## src/rtl/stt_pkg.sv

```systemverilog
// Shared token codes, queue status and character helpers for the tokenizer.
package stt_pkg;

   typedef enum logic [3:0] {
      TK_END       = 4'd0,
      TK_ASSIGN    = 4'd1,
      TK_PLUS      = 4'd2,
      TK_MINUS     = 4'd3,
      TK_STAR      = 4'd4,
      TK_SLASH     = 4'd5,
      TK_SEMI      = 4'd6,
      TK_LPAREN    = 4'd7,
      TK_RPAREN    = 4'd8,
      TK_INT_LIT   = 4'd9,
      TK_DBL_LIT   = 4'd10,
      TK_KW_INT    = 4'd11,
      TK_KW_DOUBLE = 4'd12,
      TK_KW_PRINT  = 4'd13,
      TK_IDENT     = 4'd14,
      TK_ERROR     = 4'd15
   } token_kind_type;

   localparam int unsigned KIND_BITS = 4;

   typedef struct packed {
      logic full;
      logic empty;
   } stt_qstat_type;

   function automatic token_kind_type op_kind(input logic [7:0] c);
      token_kind_type k;
      case (c)
         8'h3D:   k = TK_ASSIGN;
         8'h2B:   k = TK_PLUS;
         8'h2D:   k = TK_MINUS;
         8'h2A:   k = TK_STAR;
         8'h2F:   k = TK_SLASH;
         8'h3B:   k = TK_SEMI;
         8'h28:   k = TK_LPAREN;
         8'h29:   k = TK_RPAREN;
         default: k = TK_ERROR;
      endcase
      return k;
   endfunction

endpackage

```

## src/rtl/stt_if.sv

```systemverilog
// Valid/ready channel interfaces for the byte input and the token output.
interface stt_req_if;
   logic       valid;
   logic       ready;
   logic [7:0] ch;
   logic       end_of_input;

   modport source (output valid, output ch, output end_of_input, input ready);
   modport sink   (input valid, input ch, input end_of_input, output ready);
endinterface

interface stt_rsp_if #(
   parameter int POS_BITS = 32,
   parameter int LEN_BITS = 16
);
   logic                valid;
   logic                ready;
   logic [3:0]          token_kind;
   logic [POS_BITS-1:0] start_pos;
   logic [LEN_BITS-1:0] token_len;
   logic                last;

   modport source (output valid, output token_kind, output start_pos, output token_len,
                   output last, input ready);
   modport sink   (input valid, input token_kind, input start_pos, input token_len,
                   input last, output ready);
endinterface

```

## src/rtl/stt_front.sv

```systemverilog
// Front end: byte classification, token state and per-byte token records.
module stt_front #(
   parameter int POS_BITS   = 32,
   parameter int LEN_BITS   = 16,
   parameter int ENTRY_BITS = 1 + 2 * (4 + POS_BITS + LEN_BITS)
) (
   input  logic                    clock,
   input  logic                    reset,
   stt_req_if.sink                 req,
   input  stt_pkg::stt_qstat_type  qstat,
   output logic                    push,
   output logic [ENTRY_BITS-1:0]   entry
);
   import stt_pkg::*;

   typedef enum logic [1:0] {
      MODE_IDLE,
      MODE_IDENT,
      MODE_NUMBER
   } mode_type;

   localparam logic [1:0] KW_NONE   = 2'd0;
   localparam logic [1:0] KW_INT    = 2'd1;
   localparam logic [1:0] KW_DOUBLE = 2'd2;
   localparam logic [1:0] KW_PRINT  = 2'd3;

   function automatic logic [7:0] kw_char(input logic [1:0] kw, input logic [2:0] idx);
      logic [7:0] r;
      r = 8'h00;
      case (kw)
         KW_INT: begin
            case (idx)
               3'd0:    r = "i";
               3'd1:    r = "n";
               3'd2:    r = "t";
               default: r = 8'h00;
            endcase
         end
         KW_DOUBLE: begin
            case (idx)
               3'd0:    r = "d";
               3'd1:    r = "o";
               3'd2:    r = "u";
               3'd3:    r = "b";
               3'd4:    r = "l";
               3'd5:    r = "e";
               default: r = 8'h00;
            endcase
         end
         KW_PRINT: begin
            case (idx)
               3'd0:    r = "p";
               3'd1:    r = "r";
               3'd2:    r = "i";
               3'd3:    r = "n";
               3'd4:    r = "t";
               default: r = 8'h00;
            endcase
         end
         default: r = 8'h00;
      endcase
      return r;
   endfunction

   function automatic logic [2:0] kw_len(input logic [1:0] kw);
      logic [2:0] r;
      case (kw)
         KW_INT:    r = 3'd3;
         KW_DOUBLE: r = 3'd6;
         KW_PRINT:  r = 3'd5;
         default:   r = 3'd0;
      endcase
      return r;
   endfunction

   function automatic token_kind_type kw_kind(input logic [1:0] kw);
      token_kind_type r;
      case (kw)
         KW_INT:    r = TK_KW_INT;
         KW_DOUBLE: r = TK_KW_DOUBLE;
         KW_PRINT:  r = TK_KW_PRINT;
         default:   r = TK_IDENT;
      endcase
      return r;
   endfunction

   localparam int TOK_BITS = KIND_BITS + POS_BITS + LEN_BITS;

   mode_type            mode_ff, mode_in;
   logic                dot_ff, dot_in;
   logic [1:0]          kw_ff, kw_in;
   logic [POS_BITS-1:0] start_ff, start_in;
   logic [LEN_BITS-1:0] len_ff, len_in;
   logic [POS_BITS-1:0] pos_ff, pos_in;
   logic                done_ff, done_in;

   logic [7:0]          c;
   logic                eoi, accept, work;
   logic                is_alpha, is_digit, is_space, is_us, is_dot;
   logic                id_ext, num_ext, extend;
   logic [LEN_BITS-1:0] len_grow;
   logic                kw_keep;
   logic                flush_valid, second_valid;
   token_kind_type      flush_kind, second_kind;
   logic [LEN_BITS-1:0] second_len;
   logic [TOK_BITS-1:0] flush_tok, second_tok, tok0;

   assign c   = req.ch;
   assign eoi = req.end_of_input;

   assign req.ready = !qstat.full;
   assign accept    = req.valid && req.ready;
   assign work      = accept && !done_ff;

   always_comb begin
      is_alpha = (c >= "a" && c <= "z") || (c >= "A" && c <= "Z");
      is_digit = (c >= "0" && c <= "9");
      is_space = (c == " ") || (c >= 8'd9 && c <= 8'd13);
      is_us    = (c == "_");
      is_dot   = (c == ".");

      id_ext  = (mode_ff == MODE_IDENT) && (is_alpha || is_digit || is_us);
      num_ext = (mode_ff == MODE_NUMBER) && (is_digit || (is_dot && !dot_ff));
      extend  = !eoi && (id_ext || num_ext);

      // hold at all ones once saturated
      len_grow = (&len_ff) ? len_ff : len_ff + 1'b1;
      // keep the keyword only while the byte matches its next character
      kw_keep  = (kw_ff != KW_NONE) && ((len_ff >> 3) == '0)
                 && (kw_char(kw_ff, len_ff[2:0]) == c);

      flush_valid = (mode_ff != MODE_IDLE) && !extend;
      if (mode_ff == MODE_IDENT) begin
         if (kw_ff != KW_NONE && len_ff == LEN_BITS'(kw_len(kw_ff)))
            flush_kind = kw_kind(kw_ff);
         else
            flush_kind = TK_IDENT;
      end else begin
         flush_kind = dot_ff ? TK_DBL_LIT : TK_INT_LIT;
      end

      if (eoi) begin
         second_valid = 1'b1;
         second_kind  = TK_END;
         second_len   = '0;
      end else begin
         second_valid = !extend && !is_space && !is_alpha && !is_us && !is_digit;
         second_kind  = op_kind(c);
         second_len   = LEN_BITS'(1);
      end

      flush_tok  = {flush_kind, start_ff, len_ff};
      second_tok = {second_kind, pos_ff, second_len};
      tok0       = flush_valid ? flush_tok : second_tok;
      entry      = {flush_valid && second_valid, tok0, second_tok};
      push       = work && (flush_valid || second_valid);
   end

   always_comb begin
      mode_in  = mode_ff;
      dot_in   = dot_ff;
      kw_in    = kw_ff;
      start_in = start_ff;
      len_in   = len_ff;
      pos_in   = pos_ff;
      done_in  = done_ff;
      if (work) begin
         if (eoi) begin
            done_in = 1'b1;
            mode_in = MODE_IDLE;
            dot_in  = 1'b0;
            kw_in   = KW_NONE;
            len_in  = '0;
         end else begin
            pos_in = pos_ff + 1'b1;
            if (id_ext) begin
               kw_in  = kw_keep ? kw_ff : KW_NONE;
               len_in = len_grow;
            end else if (num_ext) begin
               dot_in = dot_ff || is_dot;
               len_in = len_grow;
            end else begin
               mode_in = MODE_IDLE;
               dot_in  = 1'b0;
               kw_in   = KW_NONE;
               len_in  = '0;
               if (is_alpha || is_us) begin
                  mode_in  = MODE_IDENT;
                  start_in = pos_ff;
                  len_in   = LEN_BITS'(1);
                  kw_in    = (c == "i") ? KW_INT : (c == "d") ? KW_DOUBLE :
                             (c == "p") ? KW_PRINT : KW_NONE;
               end else if (is_digit) begin
                  mode_in  = MODE_NUMBER;
                  start_in = pos_ff;
                  len_in   = LEN_BITS'(1);
               end
            end
         end
      end
   end

   always_ff @(posedge clock) begin
      if (reset) begin
         mode_ff  <= MODE_IDLE;
         dot_ff   <= 1'b0;
         kw_ff    <= KW_NONE;
         start_ff <= '0;
         len_ff   <= '0;
         pos_ff   <= '0;
         done_ff  <= 1'b0;
      end else begin
         mode_ff  <= mode_in;
         dot_ff   <= dot_in;
         kw_ff    <= kw_in;
         start_ff <= start_in;
         len_ff   <= len_in;
         pos_ff   <= pos_in;
         done_ff  <= done_in;
      end
   end

endmodule

```

## src/rtl/stt_queue.sv

```systemverilog
// Four-entry queue of token records between the front and back ends.
module stt_queue #(
   parameter int WIDTH = 105
) (
   input  logic                    clock,
   input  logic                    reset,
   input  logic                    push,
   input  logic [WIDTH-1:0]        push_data,
   input  logic                    pop,
   output logic [WIDTH-1:0]        head,
   output stt_pkg::stt_qstat_type  qstat
);
   import stt_pkg::*;

   localparam int DEPTH     = 4;
   localparam int ADDR_BITS = $clog2(DEPTH);

   logic [WIDTH-1:0]     mem_ff [DEPTH];
   logic [ADDR_BITS-1:0] wr_ptr_ff, wr_ptr_in;
   logic [ADDR_BITS-1:0] rd_ptr_ff, rd_ptr_in;
   logic [ADDR_BITS:0]   count_ff, count_in;
   logic                 do_push, do_pop;

   always_comb begin
      qstat.full  = (count_ff == (ADDR_BITS+1)'(DEPTH));
      qstat.empty = (count_ff == '0);
      do_push     = push && !qstat.full;
      do_pop      = pop && !qstat.empty;
      wr_ptr_in   = do_push ? wr_ptr_ff + 1'b1 : wr_ptr_ff;
      rd_ptr_in   = do_pop ? rd_ptr_ff + 1'b1 : rd_ptr_ff;
      count_in    = count_ff + (ADDR_BITS+1)'(do_push) - (ADDR_BITS+1)'(do_pop);
      head        = mem_ff[rd_ptr_ff];
   end

   always_ff @(posedge clock) begin
      if (do_push) begin
         mem_ff[wr_ptr_ff] <= push_data;
      end
   end

   always_ff @(posedge clock) begin
      if (reset) begin
         wr_ptr_ff <= '0;
         rd_ptr_ff <= '0;
         count_ff  <= '0;
      end else begin
         wr_ptr_ff <= wr_ptr_in;
         rd_ptr_ff <= rd_ptr_in;
         count_ff  <= count_in;
      end
   end

endmodule

```

## src/rtl/stt_back.sv

```systemverilog
// Back end: sends each queued record out as one or two token beats.
module stt_back #(
   parameter int POS_BITS   = 32,
   parameter int LEN_BITS   = 16,
   parameter int ENTRY_BITS = 1 + 2 * (4 + POS_BITS + LEN_BITS)
) (
   input  logic                    clock,
   input  logic                    reset,
   input  stt_pkg::stt_qstat_type  qstat,
   input  logic [ENTRY_BITS-1:0]   head,
   output logic                    pop,
   stt_rsp_if.source               rsp
);
   import stt_pkg::*;

   localparam int TOK_BITS = KIND_BITS + POS_BITS + LEN_BITS;

   logic                second_ff, second_in;
   logic                two;
   logic [TOK_BITS-1:0] tok;
   logic                beat;

   always_comb begin
      two = head[ENTRY_BITS-1];
      tok = second_ff ? head[TOK_BITS-1:0] : head[2*TOK_BITS-1:TOK_BITS];

      rsp.valid      = !qstat.empty;
      rsp.token_kind = tok[TOK_BITS-1 -: KIND_BITS];
      rsp.start_pos  = tok[LEN_BITS +: POS_BITS];
      rsp.token_len  = tok[LEN_BITS-1:0];
      rsp.last       = second_ff || !two;

      beat = rsp.valid && rsp.ready;
      // drop the record once its final beat has gone
      pop  = beat && rsp.last;
      if (beat)
         second_in = !rsp.last;
      else
         second_in = second_ff;
   end

   always_ff @(posedge clock) begin
      if (reset) begin
         second_ff <= 1'b0;
      end else begin
         second_ff <= second_in;
      end
   end

endmodule

```

## src/rtl/source_text_tokenizer.sv

```systemverilog
// A byte's token record is registered in the queue before its first token beat reaches the output.
// One byte per cycle is taken while the queue is not full; a byte that yields two tokens
// is sent as two token beats, and the four-record queue absorbs the difference.
// Bytes and end markers after the end token are taken and dropped.
// Reset is synchronous: it clears the scan state, the byte offset and the queue.
module source_text_tokenizer #(
   parameter int POS_BITS = 32,
   parameter int LEN_BITS = 16
) (
   input  logic        clock,
   input  logic        reset,
   stt_req_if.sink     req_bus,
   stt_rsp_if.source   rsp_bus
);
   import stt_pkg::*;

   localparam int ENTRY_BITS = 1 + 2 * (KIND_BITS + POS_BITS + LEN_BITS);

   stt_qstat_type         qstat;
   logic                  push, pop;
   logic [ENTRY_BITS-1:0] entry, head;

   stt_front #(
      .POS_BITS   (POS_BITS),
      .LEN_BITS   (LEN_BITS),
      .ENTRY_BITS (ENTRY_BITS)
   ) u_front (
      .clock (clock),
      .reset (reset),
      .req   (req_bus),
      .qstat (qstat),
      .push  (push),
      .entry (entry)
   );

   stt_queue #(
      .WIDTH (ENTRY_BITS)
   ) u_queue (
      .clock     (clock),
      .reset     (reset),
      .push      (push),
      .push_data (entry),
      .pop       (pop),
      .head      (head),
      .qstat     (qstat)
   );

   stt_back #(
      .POS_BITS   (POS_BITS),
      .LEN_BITS   (LEN_BITS),
      .ENTRY_BITS (ENTRY_BITS)
   ) u_back (
      .clock (clock),
      .reset (reset),
      .qstat (qstat),
      .head  (head),
      .pop   (pop),
      .rsp   (rsp_bus)
   );

endmodule

```

## src/flat_wrapper.sv

```systemverilog
// flat-port wrapper written by rule: the top's interface ports become plain ports
module source_text_tokenizer_flat import stt_pkg::*;
#(
   parameter int POS_BITS = 32,
   parameter int LEN_BITS = 16
)
  (clock, reset, req_bus_valid, req_bus_ch, req_bus_end_of_input, req_bus_ready, rsp_bus_valid, rsp_bus_token_kind, rsp_bus_start_pos, rsp_bus_token_len, rsp_bus_last, rsp_bus_ready);
  stt_req_if req_bus_i ();
  stt_rsp_if #(.POS_BITS(POS_BITS), .LEN_BITS(LEN_BITS)) rsp_bus_i ();
  input  logic clock;
  input  logic reset;
  input wire logic [$bits(req_bus_i.valid)-1:0] req_bus_valid;
  input wire logic [$bits(req_bus_i.ch)-1:0] req_bus_ch;
  input wire logic [$bits(req_bus_i.end_of_input)-1:0] req_bus_end_of_input;
  output wire logic [$bits(req_bus_i.ready)-1:0] req_bus_ready;
  output wire logic [$bits(rsp_bus_i.valid)-1:0] rsp_bus_valid;
  output wire logic [$bits(rsp_bus_i.token_kind)-1:0] rsp_bus_token_kind;
  output wire logic [$bits(rsp_bus_i.start_pos)-1:0] rsp_bus_start_pos;
  output wire logic [$bits(rsp_bus_i.token_len)-1:0] rsp_bus_token_len;
  output wire logic [$bits(rsp_bus_i.last)-1:0] rsp_bus_last;
  input wire logic [$bits(rsp_bus_i.ready)-1:0] rsp_bus_ready;
  assign req_bus_i.valid = req_bus_valid;
  assign req_bus_i.ch = req_bus_ch;
  assign req_bus_i.end_of_input = req_bus_end_of_input;
  assign req_bus_ready = req_bus_i.ready;
  assign rsp_bus_valid = rsp_bus_i.valid;
  assign rsp_bus_token_kind = rsp_bus_i.token_kind;
  assign rsp_bus_start_pos = rsp_bus_i.start_pos;
  assign rsp_bus_token_len = rsp_bus_i.token_len;
  assign rsp_bus_last = rsp_bus_i.last;
  assign rsp_bus_i.ready = rsp_bus_ready;
  source_text_tokenizer #(.POS_BITS(POS_BITS), .LEN_BITS(LEN_BITS)) u_core (.clock(clock), .reset(reset), .req_bus(req_bus_i), .rsp_bus(rsp_bus_i));
endmodule
```

## config.mk

```make
export PLATFORM = sky130hd
export DESIGN_NAME = source_text_tokenizer_flat
export DESIGN_NICKNAME = d
export VERILOG_FILES = /design/src/rtl/stt_pkg.sv /design/src/rtl/stt_if.sv /design/src/rtl/stt_front.sv /design/src/rtl/stt_queue.sv /design/src/rtl/stt_back.sv /design/src/rtl/source_text_tokenizer.sv /design/src/flat_wrapper.sv
export SDC_FILE = /design/constraint.sdc
export NUM_CORES = 1
export LEC_CHECK = 0
export BUFFER_PORTS_ARGS = -buffer_cell sky130_fd_sc_hd__buf_2
export CORE_MARGIN = 10
export CORE_UTILIZATION = 30
export CTS_CLUSTER_DIAMETER = 150
export DETAILED_ROUTE_END_ITERATION = 7
export PLACE_DENSITY = 0.44
export SLEW_MARGIN = 20
export SYNTH_ARGS = -nofsm -noshare
export SYNTH_HDL_FRONTEND = slang
export SYNTH_SLANG_ARGS = --single-unit
export TNS_END_PERCENT = 20
```

## constraint.sdc

```tcl
create_clock -name clock -period 4.25 [get_ports clock]
set_input_delay 0.6375 -clock clock [delete_from_list [all_inputs] [get_ports clock]]
set_output_delay 0.6375 -clock clock [all_outputs]
set_load 0.01 [all_outputs]
```

Word-level counts from Yosys, hierarchy flattened
Memories as Yosys holds them, arrays and structs flattened. A register that Yosys moved wholly into a read port is not among the register bits.
Index checks and enable logic that the tools add are counted.
{"block": "totals", "ramBits": 360, "mem_count": 1, "input_bits": 13, "register_bits": 94}
{"block": "classes", "mux": 44, "n_lt_le_gt_ge": 8, "n_reduce_logical": 59, "bitwise_logic": 3, "n_eq_ne": 31, "n_addsub": 6}
{"name": "u_core.u_queue.mem_ff", "words": 4, "word_bits": 90, "rd": 1, "rd_ports_with_merged_regs": 1, "wr": 1, "line_no": "stt_queue.sv:18", "rtl": "logic [WIDTH-1:0] mem_ff [DEPTH];"}
{"op": "$mux 52", "count": 2}
{"op": "$eq 8x6->1 const B", "count": 10}
{"op": "$mux 16", "count": 4}
{"op": "$mux 32", "count": 2}
{"op": "$pmux 7 s6", "count": 1}
{"op": "$pmux 7 s5", "count": 1}
{"op": "$add 32x1->32 const B", "count": 1}
{"op": "$eq 8x7->1 const B", "count": 4}
{"op": "$mux 2", "count": 16}
{"op": "$pmux 4 s8", "count": 1}
{"op": "$logic_and 1x1->1", "count": 24}
{"op": "$pmux 8 s3", "count": 1}
{"op": "$pmux 7 s3", "count": 1}
{"op": "$pmux 3 s3", "count": 2}
{"op": "$add 16x1->16 const B", "count": 1}
{"op": "$eq 16x3->1", "count": 1}
{"op": "$ge 8x7->1 const B", "count": 2}
{"op": "$le 8x7->1 const B", "count": 2}
{"op": "$logic_not 16->1", "count": 1}
{"op": "$reduce_and 16->1", "count": 1}
{"op": "$logic_not 1->1", "count": 12}
{"op": "$mux 4", "count": 3}
{"op": "$logic_or 1x1->1", "count": 10}
{"op": "$eq 3x3->1 const B", "count": 3}
{"op": "other kinds (22)", "count": 45}

Longest topological paths before layout
Gate-level depths: netlist of the first run.
{"block": "depth", "word_depth": 19, "depth_mapped": 14, "mapped_depth_nobuf": 13}

By module
Synthesis of the first run repeated with hierarchy kept, for this count alone.
{"block": "hier_totals", "hier_cells": 1290, "area_unflattened_um2": 21695.8}
{"mod": "stt_queue", "cells_per_inst": 600, "area_per_inst_um2": 15625.0, "n_inst": 1}
{"mod": "stt_front", "cells_per_inst": 624, "area_per_inst_um2": 5330.1, "n_inst": 1}
{"mod": "stt_back", "cells_per_inst": 66, "area_per_inst_um2": 740.7, "n_inst": 1}

Worst setup path after synthesis of the first run
OpenSTA, ideal clock, no wires.
{"block": "synth_path", "path_kind": "input to register", "start": "input port req_bus_ch[3]", "end": "memory u_core.u_queue.mem_ff[0][0] (netlist bit), enable pin", "setup_slack_ns": -0.351, "cell_stages": 6, "setup_ns": 0.459, "t_arrival_ns": 4.142, "required_ns": 3.791, "cell_sequence": "or4_1 > a21oi_2 > o31ai_2 > a211oi_2 > a21boi_4 > and2_1"}
{"block": "synth_between", "elab_chain_len": 19, "elab_cells_between_ends": 41}
{"item": "start: declaration", "line_no": "flat_wrapper.sv:13", "rtl": "input wire logic [$bits(req_bus_i.ch)-1:0] req_bus_ch;"}
{"item": "$ge 8x7->1 / $le 8x7->1 (equally long branches)", "line_no": "stt_front.sv:116", "rtl": "is_alpha = (c >= \"a\" && c <= \"z\") || (c >= \"A\" && c <= \"Z\");"}
{"item": "$logic_and 1x1->1", "line_no": "stt_front.sv:116"}
{"item": "$logic_or 1x1->1", "line_no": "stt_front.sv:116"}
{"item": "$logic_or 1x1->1 (2 in a row)", "line_no": "stt_front.sv:122", "rtl": "id_ext = (mode_ff == MODE_IDENT) && (is_alpha || is_digit || is_us);"}
{"item": "$logic_and 1x1->1", "line_no": "stt_front.sv:122"}
{"item": "$logic_or 1x1->1", "line_no": "stt_front.sv:124", "rtl": "extend = !eoi && (id_ext || num_ext);"}
{"item": "$logic_and 1x1->1", "line_no": "stt_front.sv:124"}
{"item": "$logic_not 1->1", "line_no": "stt_front.sv:132, stt_front.sv:147"}
{"item": "$logic_and 1x1->1 (4 in a row)", "line_no": "stt_front.sv:147", "rtl": "second_valid = !extend && !is_space && !is_alpha && !is_us && !is_digit;"}
{"item": "$mux 1", "line_no": "stt_front.sv:142", "rtl": "if (eoi) begin"}
{"item": "$logic_or 1x1->1 *", "line_no": "stt_front.sv:156", "rtl": "push = work && (flush_valid || second_valid);"}
{"item": "$logic_and 1x1->1 *", "line_no": "stt_front.sv:156"}
{"item": "$logic_and 1x1->1 *", "line_no": "stt_queue.sv:27", "rtl": "do_push = push && !qstat.full;"}
{"item": "$mux 1 *", "line_no": "stt_queue.sv:36", "rtl": "if (do_push) begin"}
{"item": "$mux 1 (not written as such) *", "line_no": "stt_queue.sv:37", "rtl": "mem_ff[wr_ptr_ff] <= push_data;"}
{"item": "end: declaration", "line_no": "stt_queue.sv:18"}
Every way passes the cells marked *; elsewhere a longest branch is shown, timed or not.

==> results of run 1 <==
==> area by class of cell <==
type | instances | area [um^2] | share of cell area
Clock buffer | 79 | 1470 | 0.0663
Clock inverter | 19 | 141 | 0.00636
Inverter | 24 | 90.1 | 0.00405
Multi-Input combinational cell | 735 | 6040 | 0.271
Sequential cell | 456 | 12700 | 0.573
Tap cell | 846 | 1060 | 0.0476
Timing Repair Buffer | 95 | 698 | 0.0314
==> metrics by stage <==
| step | std cells | TNS (ps) | util | power (W) |
|---|---|---|---|---|
| 5_1_grt | 2254 | 0 | 0.353 | 0.0124 |
| 3_3_place_gp | 2156 | 0 | 0.327 | 0.00777 |
| 4_1_cts | 2254 | 0 | 0.353 | 0.0121 |
| 6_report | 2254 | 0 | 0.353 | 0.0118 |
| 2_1_floorplan | 1277 | -94790 | - | 0.00685 |
| 3_5_place_dp | 2156 | 0 | 0.327 | 0.00778 |
==> Yosys cell counts, types with 6 or more instances <==
cell / instances
nand2b_1: 6
nor4_1: 7
xor2_1: 29
and2_1: 32
buf_1: 9
mux2i_1: 30
nor2b_1: 8
or3_1: 15
ha_1: 17
clkbuf_1: 28
nor2_1: 114
inv_1: 23
mux4_2: 90
xnor2_1: 14
a31oi_1: 9
buf_2: 17
a21oi_1: 34
nand3_1: 17
edfxtp_1: 360
nand4_1: 18
nor3_1: 18
nand2_1: 157
o21ai_0: 28
mux2_4: 32
dfxtp_1: 96
==> power breakdown <==
group / internal, W / switching [W]
Combinational: 0.000996 / 0.00132
Sequential: 0.00517 / 0.0000935
Clock: 0.00250 / 0.00173
==> kinds of logic after synthesis <==
kind of cell / synth area share
multiplexers: 0.147
AND/OR/NAND/NOR: 0.100
XOR/XNOR: 0.0197
adder cells (fa/ha/maj): 0.0122
buffers and inverters: 0.0202
AO/OA/AOI/OAI: 0.0354
flip-flops: 0.665
==> routing by layer <==
metal,GRT usage,wire [um],vias to the layer above
met3,0.0196,1560,61
met5,0,0,-
li1,-,-,4992
met2,0.201,21500,173
met4,0.0349,818,0
met1,0.166,21500,5385
==> critical path, stage by stage, from the launching register on <==
cell and delay (ps):
dfxtp_4 360, buf_12 610, mux4_2 580, nand2_1 80, nand2_1 170, buf_2 210
==> how the worst max path moves through the flow <==
stage | slack, ps | from | endpoint
after floorplan | -350 | req_bus_ch[3] | u_core.u_queue.mem_ff[1][0]$_DFFE_PP_
after global placement | 440 | req_bus_ch[3] | u_core.u_queue.count_ff[2]$_SDFF_PP0_
after detailed placement | 440 | req_bus_ch[3] | u_core.u_queue.count_ff[2]$_SDFF_PP0_
after CTS | 870 | flip-flop | rsp_bus_token_kind[1]
after global routing | 780 | req_bus_ch[0] | u_core.u_queue.count_ff[2]$_SDFF_PP0_
final | 980 | flip-flop | rsp_bus_token_kind[1]
==> state kept, by name, summed over array words and instances (netlist names), named ones only <==
signal and count:
u_core.u_queue.mem_ff 360, u_core.u_queue.rd_ptr_ff 2, u_core.u_queue.wr_ptr_ff 2, u_core.u_back.second_ff 1, u_core.u_front.pos_ff 32, u_core.u_front.kw_ff 2, u_core.u_front.mode_ff 2, u_core.u_front.len_ff 16
u_core.u_queue.count_ff 3, u_core.u_front.dot_ff 1, u_core.u_front.start_ff 32, u_core.u_front.done_ff 1
==> impl_results.html, run 1 <==
<table>
<tr><th>Metric</th><th>Value</th></tr>
<tr><th colspan="2">Worst setup path</th></tr>
<tr><td>Sort of element at the end of the critical path</td><td>output pin</td></tr>
<tr><td>Required time of the worst setup path</td><td>3610 ps</td></tr>
<tr><td>Worst reg-to-reg path cell count</td><td>12</td></tr>
<tr><td>Flop2flop setup slack</td><td>1270 ps</td></tr>
<tr><td>Worst endpoint data arrival time</td><td>2640 ps</td></tr>
<tr><td>Setup Crit Path Kind</td><td>flip-flop to output pin</td></tr>
<tr><td>Crit-path max FO</td><td>89</td></tr>
<tr><td>Crit Reg-Reg Endpoint</td><td>u_core.u_queue.count_ff[2]$_SDFF_PP0_</td></tr>
<tr><td>Startpoint type of the worst setup path</td><td>flip-flop</td></tr>
<tr><td>Launch instance of the worst register-to-register path</td><td>u_core.u_front.mode_ff[1]$_SDFFE_PP0P_</td></tr>
<tr><th colspan="2">Power and ir drop</th></tr>
<tr><td>Leakage Power</td><td>7.73 nW</td></tr>
<tr><td>Peak supply drop</td><td>301 uV</td></tr>
<tr><td>Power density cells</td><td>531 nW/um^2</td></tr>
<tr><th colspan="2">Drt</th></tr>
<tr><td>Average wire per standard cell</td><td>20.1 um</td></tr>
<tr><td>Remaining number of nets flagged by the antenna check after routing</td><td>0</td></tr>
<tr><td>Per-cell via count in the routed design</td><td>4.71</td></tr>
<tr><td>Via count</td><td>10,600</td></tr>
<tr><td>Final wirelength</td><td>45,300 um</td></tr>
<tr><td>Drt first pass iters</td><td>5</td></tr>
<tr><td>Violation count after the first detailed-route iteration</td><td>650</td></tr>
<tr><td>Number of remaining DRC errors</td><td>0</td></tr>
<tr><th colspan="2">Hold path</th></tr>
<tr><td>Startpoint of the worst hold path</td><td>rsp_bus_ready</td></tr>
<tr><td>Hold-critical path endpoint</td><td>u_core.u_back.second_ff$_SDFFE_PP0P_</td></tr>
<tr><td>Type of the tightest min-delay check</td><td>input pin to flip-flop</td></tr>
<tr><td>Number of cells on the worst hold path</td><td>3</td></tr>
<tr><th colspan="2">Die</th></tr>
<tr><td>Die boundary height</td><td>273 um</td></tr>
<tr><td>I/O pins</td><td>68</td></tr>
<tr><td>Initial standard-cell utilization of the core</td><td>0.303</td></tr>
<tr><td>Die W</td><td>273 um</td></tr>
<tr><td>Standard cell core area</td><td>63,100 um^2</td></tr>
<tr><td># rows</td><td>92</td></tr>
<tr><td>Area of the die</td><td>74,300 um^2</td></tr>
<tr><th colspan="2">Clock network</th></tr>
<tr><td>Clk_lat worst skew</td><td>590 ps</td></tr>
<tr><td>H-tree levels</td><td>2</td></tr>
<tr><td>Clock input transition at the sequential cells of the worst setup and hold paths</td><td>60 ps</td></tr>
<tr><td>Count of cells resized by post-cts repair</td><td>0</td></tr>
<tr><td>Clock tree sinks</td><td>456</td></tr>
<tr><td>CTS tree</td><td>built</td></tr>
<tr><td>Clock Path Buffers</td><td>3</td></tr>
<tr><td>Setup Buffers After CTS</td><td>0</td></tr>
<tr><td>Hold-fix buffer count after cts</td><td>0</td></tr>
<tr><td>CTS buffer count</td><td>52</td></tr>
<tr><td>Root buffer selected by CTS</td><td>clkbuf_16</td></tr>
<tr><th colspan="2">Logic synthesis</th></tr>
<tr><td>Net count of the mapped netlist</td><td>1,308</td></tr>
<tr><td>Share of async-settable or async-resettable flops after synthesis</td><td>0</td></tr>
<tr><td>Warnings, synthesis</td><td>0</td></tr>
<tr><td>Synth area leader</td><td>edfxtp_1</td></tr>
<tr><td>Syn Area/Cell</td><td>15.0 um^2</td></tr>
<tr><td>Summed instance area of the synthesized netlist</td><td>19,100 um^2</td></tr>
<tr><td>Commonest register cell after synthesis</td><td>edfxtp_1</td></tr>
<tr><td>Register area share after synthesis</td><td>0.665</td></tr>
<tr><td>Number of enable-type register cells in the synthesized netlist</td><td>360</td></tr>
<tr><td>Number of distinct library cells after synthesis</td><td>65</td></tr>
<tr><td>Number of flip-flops and latches in the synthesized netlist</td><td>456</td></tr>
<tr><td>Share of the synthesized area in the top cell type</td><td>0.565</td></tr>
<tr><td>Number of instances in the synthesized netlist</td><td>1,277</td></tr>
<tr><td>Top cells by area in the synthesized netlist</td><td>edfxtp_1 (56%), mux4_2 (11%), dfxtp_1 (10%)</td></tr>
<tr><th colspan="2">STA</th></tr>
<tr><td>Slew margin rel.</td><td>0.422</td></tr>
<tr><td>Max frequency</td><td>306 MHz</td></tr>
<tr><td>Post-layout worst setup margin</td><td>977 ps</td></tr>
<tr><td>Final Slew Violations</td><td>0</td></tr>
<tr><td>Clock period minus final worst setup slack</td><td>3270 ps</td></tr>
<tr><td>Setup repair after global routing missed its margin</td><td>false</td></tr>
<tr><td>Final period util</td><td>0.770</td></tr>
<tr><td>Measured slew at the worst slew-check pin</td><td>864 ps</td></tr>
<tr><td>Worst slack on hold paths</td><td>365 ps</td></tr>
<tr><td>Hold violation count in the final report</td><td>0</td></tr>
<tr><td>Final setup fails</td><td>0</td></tr>
<tr><td>Post-route clock skew</td><td>11.1 ps</td></tr>
<tr><th colspan="2">GRT</th></tr>
<tr><td>Number of antenna violations at the first check in global routing</td><td>0</td></tr>
<tr><td>Total gr overflow</td><td>0</td></tr>
<tr><td>Pin count of the biggest net entering global routing</td><td>90</td></tr>
<tr><td>First-pass GRT wire length</td><td>70,100 um</td></tr>
<tr><td>Gr usage total</td><td>0.123</td></tr>
<tr><td>Vias in the first global route</td><td>11,200</td></tr>
<tr><th colspan="2">Finish</th></tr>
<tr><td>Diode count</td><td>0</td></tr>
<tr><td>Final cell area excluding filler cells</td><td>22,200 um^2</td></tr>
<tr><td>Number of nets in the layout</td><td>1,395</td></tr>
<tr><td>Post-synthesis to final-layout area growth</td><td>16.2%</td></tr>
<tr><td>Layout cells sized above 1</td><td>0.219</td></tr>
<tr><td>Leading cell type in the layout, fill and taps excluded</td><td>edfxtp_1</td></tr>
<tr><td>Fill cells</td><td>6,168</td></tr>
<tr><td>Commonest cells after routing, fill and taps aside</td><td>edfxtp_1 (360), nand2_1 (157), nor2_1 (114)</td></tr>
<tr><th colspan="2">Job</th></tr>
<tr><td>Max-capacitance violation count</td><td>0</td></tr>
<tr><th colspan="2">Placement</th></tr>
<tr><td>Area after detailed placement</td><td>20,600 um^2</td></tr>
<tr><td>Number of buffers added on ports</td><td>67</td></tr>
<tr><td>Detailed placer's ending HPWL</td><td>26,600 um</td></tr>
<tr><td>Placer's final routability congestion estimate</td><td>0.749</td></tr>
<tr><td>Post-Place Worst Slack</td><td>443 ps</td></tr>
<tr><th colspan="2">Outcome</th></tr>
<tr><td>Status</td><td>finished, final reports clean</td></tr>
</table>
(Power assumes the default switching activity.)
==> run 2, diff against run 1 <==
--- a/config.mk
+++ b/config.mk
@@ -10,7 +10,7 @@
 export CORE_UTILIZATION = 30
 export CTS_CLUSTER_DIAMETER = 150
 export DETAILED_ROUTE_END_ITERATION = 7
-export PLACE_DENSITY = 0.44
+export PLACE_DENSITY = 0.43
 export SLEW_MARGIN = 20
 export SYNTH_ARGS = -nofsm -noshare
 export SYNTH_HDL_FRONTEND = slang
==> constraint.sdc (replaced) <==
create_clock -name clock -period 3.1 [get_ports clock]
set_input_delay 0.465 -clock clock [delete_from_list [all_inputs] [get_ports clock]]
set_output_delay 0.465 -clock clock [all_outputs]
set_load 0.01 [all_outputs]
==> run 2 against run 1 <==
  * Die area unchanged
  * Routed wire length down 0.51%
  * Total power up 41%
  * Clock skew up 14 ps
  * Global-route usage down 0.14 points
  * Sequential power up 38%
  * Combinational power up 41%
  * Setup slack worse by 790 ps
  * Sequential share of layout area down 1.1 points
  * Largest cell class unchanged
==> impl_results.html, run 2 (synthesized netlist as in run 1, its figures left out) <==
<table>
<tr><th>Metric</th><th>Value</th></tr>
<tr><th colspan="2">Outcome</th></tr>
<tr><td>Status</td><td>finished, final reports clean (unchanged)</td></tr>
<tr><th colspan="2">Finish</th></tr>
<tr><td>Number of nets in the layout</td><td>1,421 (was 1,395)</td></tr>
<tr><td>Layout cells sized above 1</td><td>0.243 (was 0.219)</td></tr>
<tr><td>Diode count</td><td>0 (unchanged)</td></tr>
<tr><td>Regs by FF count</td><td>u_core.u_queue.mem_ff x360, u_core.u_front.pos_ff x32, u_core.u_front.start_ff x32 (unchanged)</td></tr>
<tr><td>Commonest cells after routing, fill and taps aside</td><td>edfxtp_1 (360), nand2_1 (157), nor2_1 (114) (unchanged)</td></tr>
<tr><td>Finished Layout Cells</td><td>2,275 (was 2,254)</td></tr>
<tr><td>Final cell area excluding filler cells</td><td>22,700 um^2 (was 22,200 um^2)</td></tr>
<tr><td>Register containing the most flip-flops in the final layout</td><td>u_core.u_queue.mem_ff (unchanged)</td></tr>
<tr><td>Flip-flop count of the largest register, all copies and words added</td><td>360 (unchanged)</td></tr>
<tr><td>Post-synthesis to final-layout area growth</td><td>18.5% (was 16.2%)</td></tr>
<tr><td>Leading cell type in the layout, fill and taps excluded</td><td>edfxtp_1 (unchanged)</td></tr>
<tr><th colspan="2">Placement</th></tr>
<tr><td>Number of buffers added on ports</td><td>67 (unchanged)</td></tr>
<tr><td>Detailed placer's ending HPWL</td><td>26,700 um (was 26,600 um)</td></tr>
<tr><td>Placer's final routability congestion estimate</td><td>0.768 (was 0.749)</td></tr>
<tr><td>Dpl cells</td><td>2,183 (was 2,156)</td></tr>
<tr><td>Area after detailed placement</td><td>20,900 um^2 (was 20,600 um^2)</td></tr>
<tr><td>Post-Place Worst Slack</td><td>-254 ps (was 443 ps)</td></tr>
<tr><th colspan="2">Clock network</th></tr>
<tr><td>Setup Buffers After CTS</td><td>0 (unchanged)</td></tr>
<tr><td>Clock Path Buffers</td><td>3 (unchanged)</td></tr>
<tr><td>Clock tree sinks</td><td>456 (unchanged)</td></tr>
<tr><td>CTS buffer count</td><td>50 (was 52)</td></tr>
<tr><td>Root buffer selected by CTS</td><td>clkbuf_16 (unchanged)</td></tr>
<tr><td>Clock input transition at the sequential cells of the worst setup and hold paths</td><td>60 ps (about the same)</td></tr>
<tr><td>H-tree levels</td><td>2 (unchanged)</td></tr>
<tr><td>CTS tree</td><td>built (unchanged)</td></tr>
<tr><td>Clk_lat worst skew</td><td>580 ps (was 590 ps)</td></tr>
<tr><th colspan="2">Die</th></tr>
<tr><td>I/O pins</td><td>68 (unchanged)</td></tr>
<tr><td>Die boundary height</td><td>273 um (unchanged)</td></tr>
<tr><td># rows</td><td>92 (unchanged)</td></tr>
<tr><td>Die W</td><td>273 um (unchanged)</td></tr>
<tr><td>Area of the die</td><td>74,300 um^2 (unchanged)</td></tr>
<tr><td>Initial standard-cell utilization of the core</td><td>0.303 (unchanged)</td></tr>
<tr><td>Standard cell core area</td><td>63,100 um^2 (unchanged)</td></tr>
<tr><th colspan="2">Worst setup path</th></tr>
<tr><td>Cell type with the highest occurrence count on the critical path</td><td>nand2_1 (unchanged)</td></tr>
<tr><td>Largest stage delay on the critical path</td><td>540 ps (was 610 ps)</td></tr>
<tr><td>Worst-path cell with the longest stage delay</td><td>mux4_2 (was buf_12)</td></tr>
<tr><td>Series of cell instances along the critical path</td><td>buf_16, mux4_2, nand2_1, nand2_1, buf_2 (was buf_12, mux4_2, nand2_1, nand2_1, buf_2)</td></tr>
<tr><td>Worst endpoint data arrival time</td><td>2450 ps (was 2640 ps)</td></tr>
<tr><td>Top Family by Delay on Critical Path</td><td>multiplexers (was buffers and inverters)</td></tr>
<tr><td>Setup Crit Path Kind</td><td>flip-flop to output pin (unchanged)</td></tr>
<tr><td>Critical path buffers and inverters</td><td>2 (unchanged)</td></tr>
<tr><td>Crit Reg-Reg Endpoint</td><td>u_core.u_queue.count_ff[2]$_SDFF_PP0_ (unchanged)</td></tr>
<tr><td>Worst reg-to-reg path cell count</td><td>9 (was 12)</td></tr>
<tr><td>Crit-path max FO</td><td>28 (was 89)</td></tr>
<tr><td>Flop2flop setup slack</td><td>270 ps (was 1270 ps)</td></tr>
<tr><td>Sort of element at the end of the critical path</td><td>output pin (unchanged)</td></tr>
<tr><td>Worst path depth</td><td>5 (unchanged)</td></tr>
<tr><td>Startpoint type of the worst setup path</td><td>flip-flop (unchanged)</td></tr>
<tr><td>Required time of the worst setup path</td><td>2630 ps (was 3610 ps)</td></tr>
<tr><th colspan="2">Drt</th></tr>
<tr><td>Via count</td><td>10,700 (was 10,600)</td></tr>
<tr><td>Number of remaining DRC errors</td><td>0 (unchanged)</td></tr>
<tr><td>Drt first pass iters</td><td>5 (unchanged)</td></tr>
<tr><td>Per-cell via count in the routed design</td><td>4.70 (was 4.71)</td></tr>
<tr><td>Final wirelength</td><td>45,100 um (was 45,300 um)</td></tr>
<tr><td>Violation count after the first detailed-route iteration</td><td>673 (was 650)</td></tr>
<tr><td>Remaining number of nets flagged by the antenna check after routing</td><td>0 (unchanged)</td></tr>
<tr><td>Average wire per standard cell</td><td>19.8 um (was 20.1 um)</td></tr>
<tr><th colspan="2">GRT</th></tr>
<tr><td>First-pass GRT wire length</td><td>69,700 um (was 70,100 um)</td></tr>
<tr><td>Met3 Usage GRT</td><td>0.0220 (was 0.0196)</td></tr>
<tr><td>Vias in the first global route</td><td>11,100 (was 11,200)</td></tr>
<tr><td>Pin count of the biggest net entering global routing</td><td>90 (unchanged)</td></tr>
<tr><td>Grt peak-use layer</td><td>met2 (unchanged)</td></tr>
<tr><td>Met1 GRT Util</td><td>0.165 (was 0.166)</td></tr>
<tr><td>Total gr overflow</td><td>0 (unchanged)</td></tr>
<tr><td>Number of antenna violations at the first check in global routing</td><td>0 (unchanged)</td></tr>
<tr><td>GRT met2 Usage</td><td>0.198 (was 0.201)</td></tr>
<tr><td>Gr usage total</td><td>0.121 (was 0.123)</td></tr>
<tr><th colspan="2">STA</th></tr>
<tr><td>Clock period minus final worst setup slack</td><td>2920 ps</td></tr>
<tr><td>Final Slew Violations</td><td>0 (unchanged)</td></tr>
<tr><td>Final TNS setup</td><td>0 ps (unchanged)</td></tr>
<tr><td>Final period util</td><td>0.941</td></tr>
<tr><td>Final setup fails</td><td>0 (unchanged)</td></tr>
<tr><td>Slew margin rel.</td><td>0.410 (was 0.422)</td></tr>
<tr><td>Max frequency</td><td>343 MHz</td></tr>
<tr><td>Post-route clock skew</td><td>24.8 ps (was 11.1 ps)</td></tr>
<tr><td>Measured slew at the worst slew-check pin</td><td>885 ps (was 864 ps)</td></tr>
<tr><td>Post-layout worst setup margin</td><td>183 ps (was 977 ps)</td></tr>
<tr><td>Hold violation count in the final report</td><td>0 (unchanged)</td></tr>
<tr><td>Setup repair after global routing missed its margin</td><td>false (unchanged)</td></tr>
<tr><th colspan="2">Power and ir drop</th></tr>
<tr><td>Peak supply drop</td><td>412 uV (was 301 uV)</td></tr>
<tr><td>Final total power</td><td>0.0166 W (was 0.0118 W)</td></tr>
<tr><td>Leakage Power</td><td>7.96 nW (was 7.73 nW)</td></tr>
<tr><td>Power density cells</td><td>731 nW/um^2 (was 531 nW/um^2)</td></tr>
<tr><th colspan="2">Hold path</th></tr>
<tr><td>Hold-critical path endpoint</td><td>u_core.u_back.second_ff$_SDFFE_PP0P_ (unchanged)</td></tr>
<tr><td>Startpoint of the worst hold path</td><td>rsp_bus_ready (unchanged)</td></tr>
<tr><td>Type of the tightest min-delay check</td><td>input pin to flip-flop (unchanged)</td></tr>
<tr><td>Number of cells on the worst hold path</td><td>3 (unchanged)</td></tr>
<tr><th colspan="2">Job</th></tr>
<tr><td>Max-capacitance violation count</td><td>0 (unchanged)</td></tr>
</table>
-- run 2: cell count changes in the layout (fill, tap and decap cells not counted), moves of 3 or more --
| cell | change |
|---|---|
| clkbuf_8 | +8 |
| bufinv_16 | +3 |
| clkinv_1 | -7 |
| buf_4 | +17 |
| clkbuf_16 | -3 |
| buf_12 | +8 |
| clkbuf_1 | -10 |
-- run 2: worst min-delay path: cells and delay by family --
| kind | cells | cell delay, ps |
|---|---|---|
| buffers and inverters | 1 | 120 |
| AOI/OAI and AO/OA | 1 | 60 |
| and+or+nand+nor | 1 | 80 |
-- run 2: layer usage --
layer,routed length (um),vias to the layer above
li1,-,5038
met1,21400,5439
met2,21200,160
met3,1730,57
met4,777,0
met5,0,-
-- run 2: timing repair --
item                                    CTS  global route
cloned                                    1             0
gates resized for setup                   2             2
hold endpoints to repair                  0             0
hold buffers                              0             0
endpoints found under the setup margin   25             3
pin swaps                                 0             0
-- run 2: layout make-up --
| type | count | area, um^2 |
|---|---|---|
| fill | 6089 | 40400 |
| sequential | 456 | 12700 |
| multi-input combinational | 735 | 6040 |
| clock buffer | 74 | 1470 |
| timing repair buffer | 123 | 1060 |
| tap | 846 | 1060 |
| clock inverter | 17 | 229 |
| inverter | 24 | 90.1 |
-- run 2: how the worst max path moves through the flow --
stage                                             to     startpoint
2_1_floorplan  u_core.u_queue.mem_ff[0][0]$_DFFE_PP_  req_bus_ch[3]
3_3_place_gp   u_core.u_queue.count_ff[2]$_SDFF_PP0_  req_bus_ch[3]
3_5_place_dp   u_core.u_queue.count_ff[2]$_SDFF_PP0_  req_bus_ch[3]
4_1_cts                         rsp_bus_token_len[0]      flip-flop
5_1_grt                        rsp_bus_token_kind[2]      flip-flop
6_report                       rsp_bus_token_kind[2]      flip-flop
-- run 2: where the power goes --
| part | internal, W | switching, W |
|---|---|---|
| combinational | 0.00148 | 0.00178 |
| sequential | 0.00708 | 0.000159 |
| clock | 0.00370 | 0.00239 |
| total | 0.0123 | 0.00433 |
-- run 2: stage by stage --
stage	util	hold slack [ps]
floorplan	-	455
global route	0.360	158
finish	0.360	178
global placement	0.332	467
CTS	0.360	129
detailed placement	0.332	476
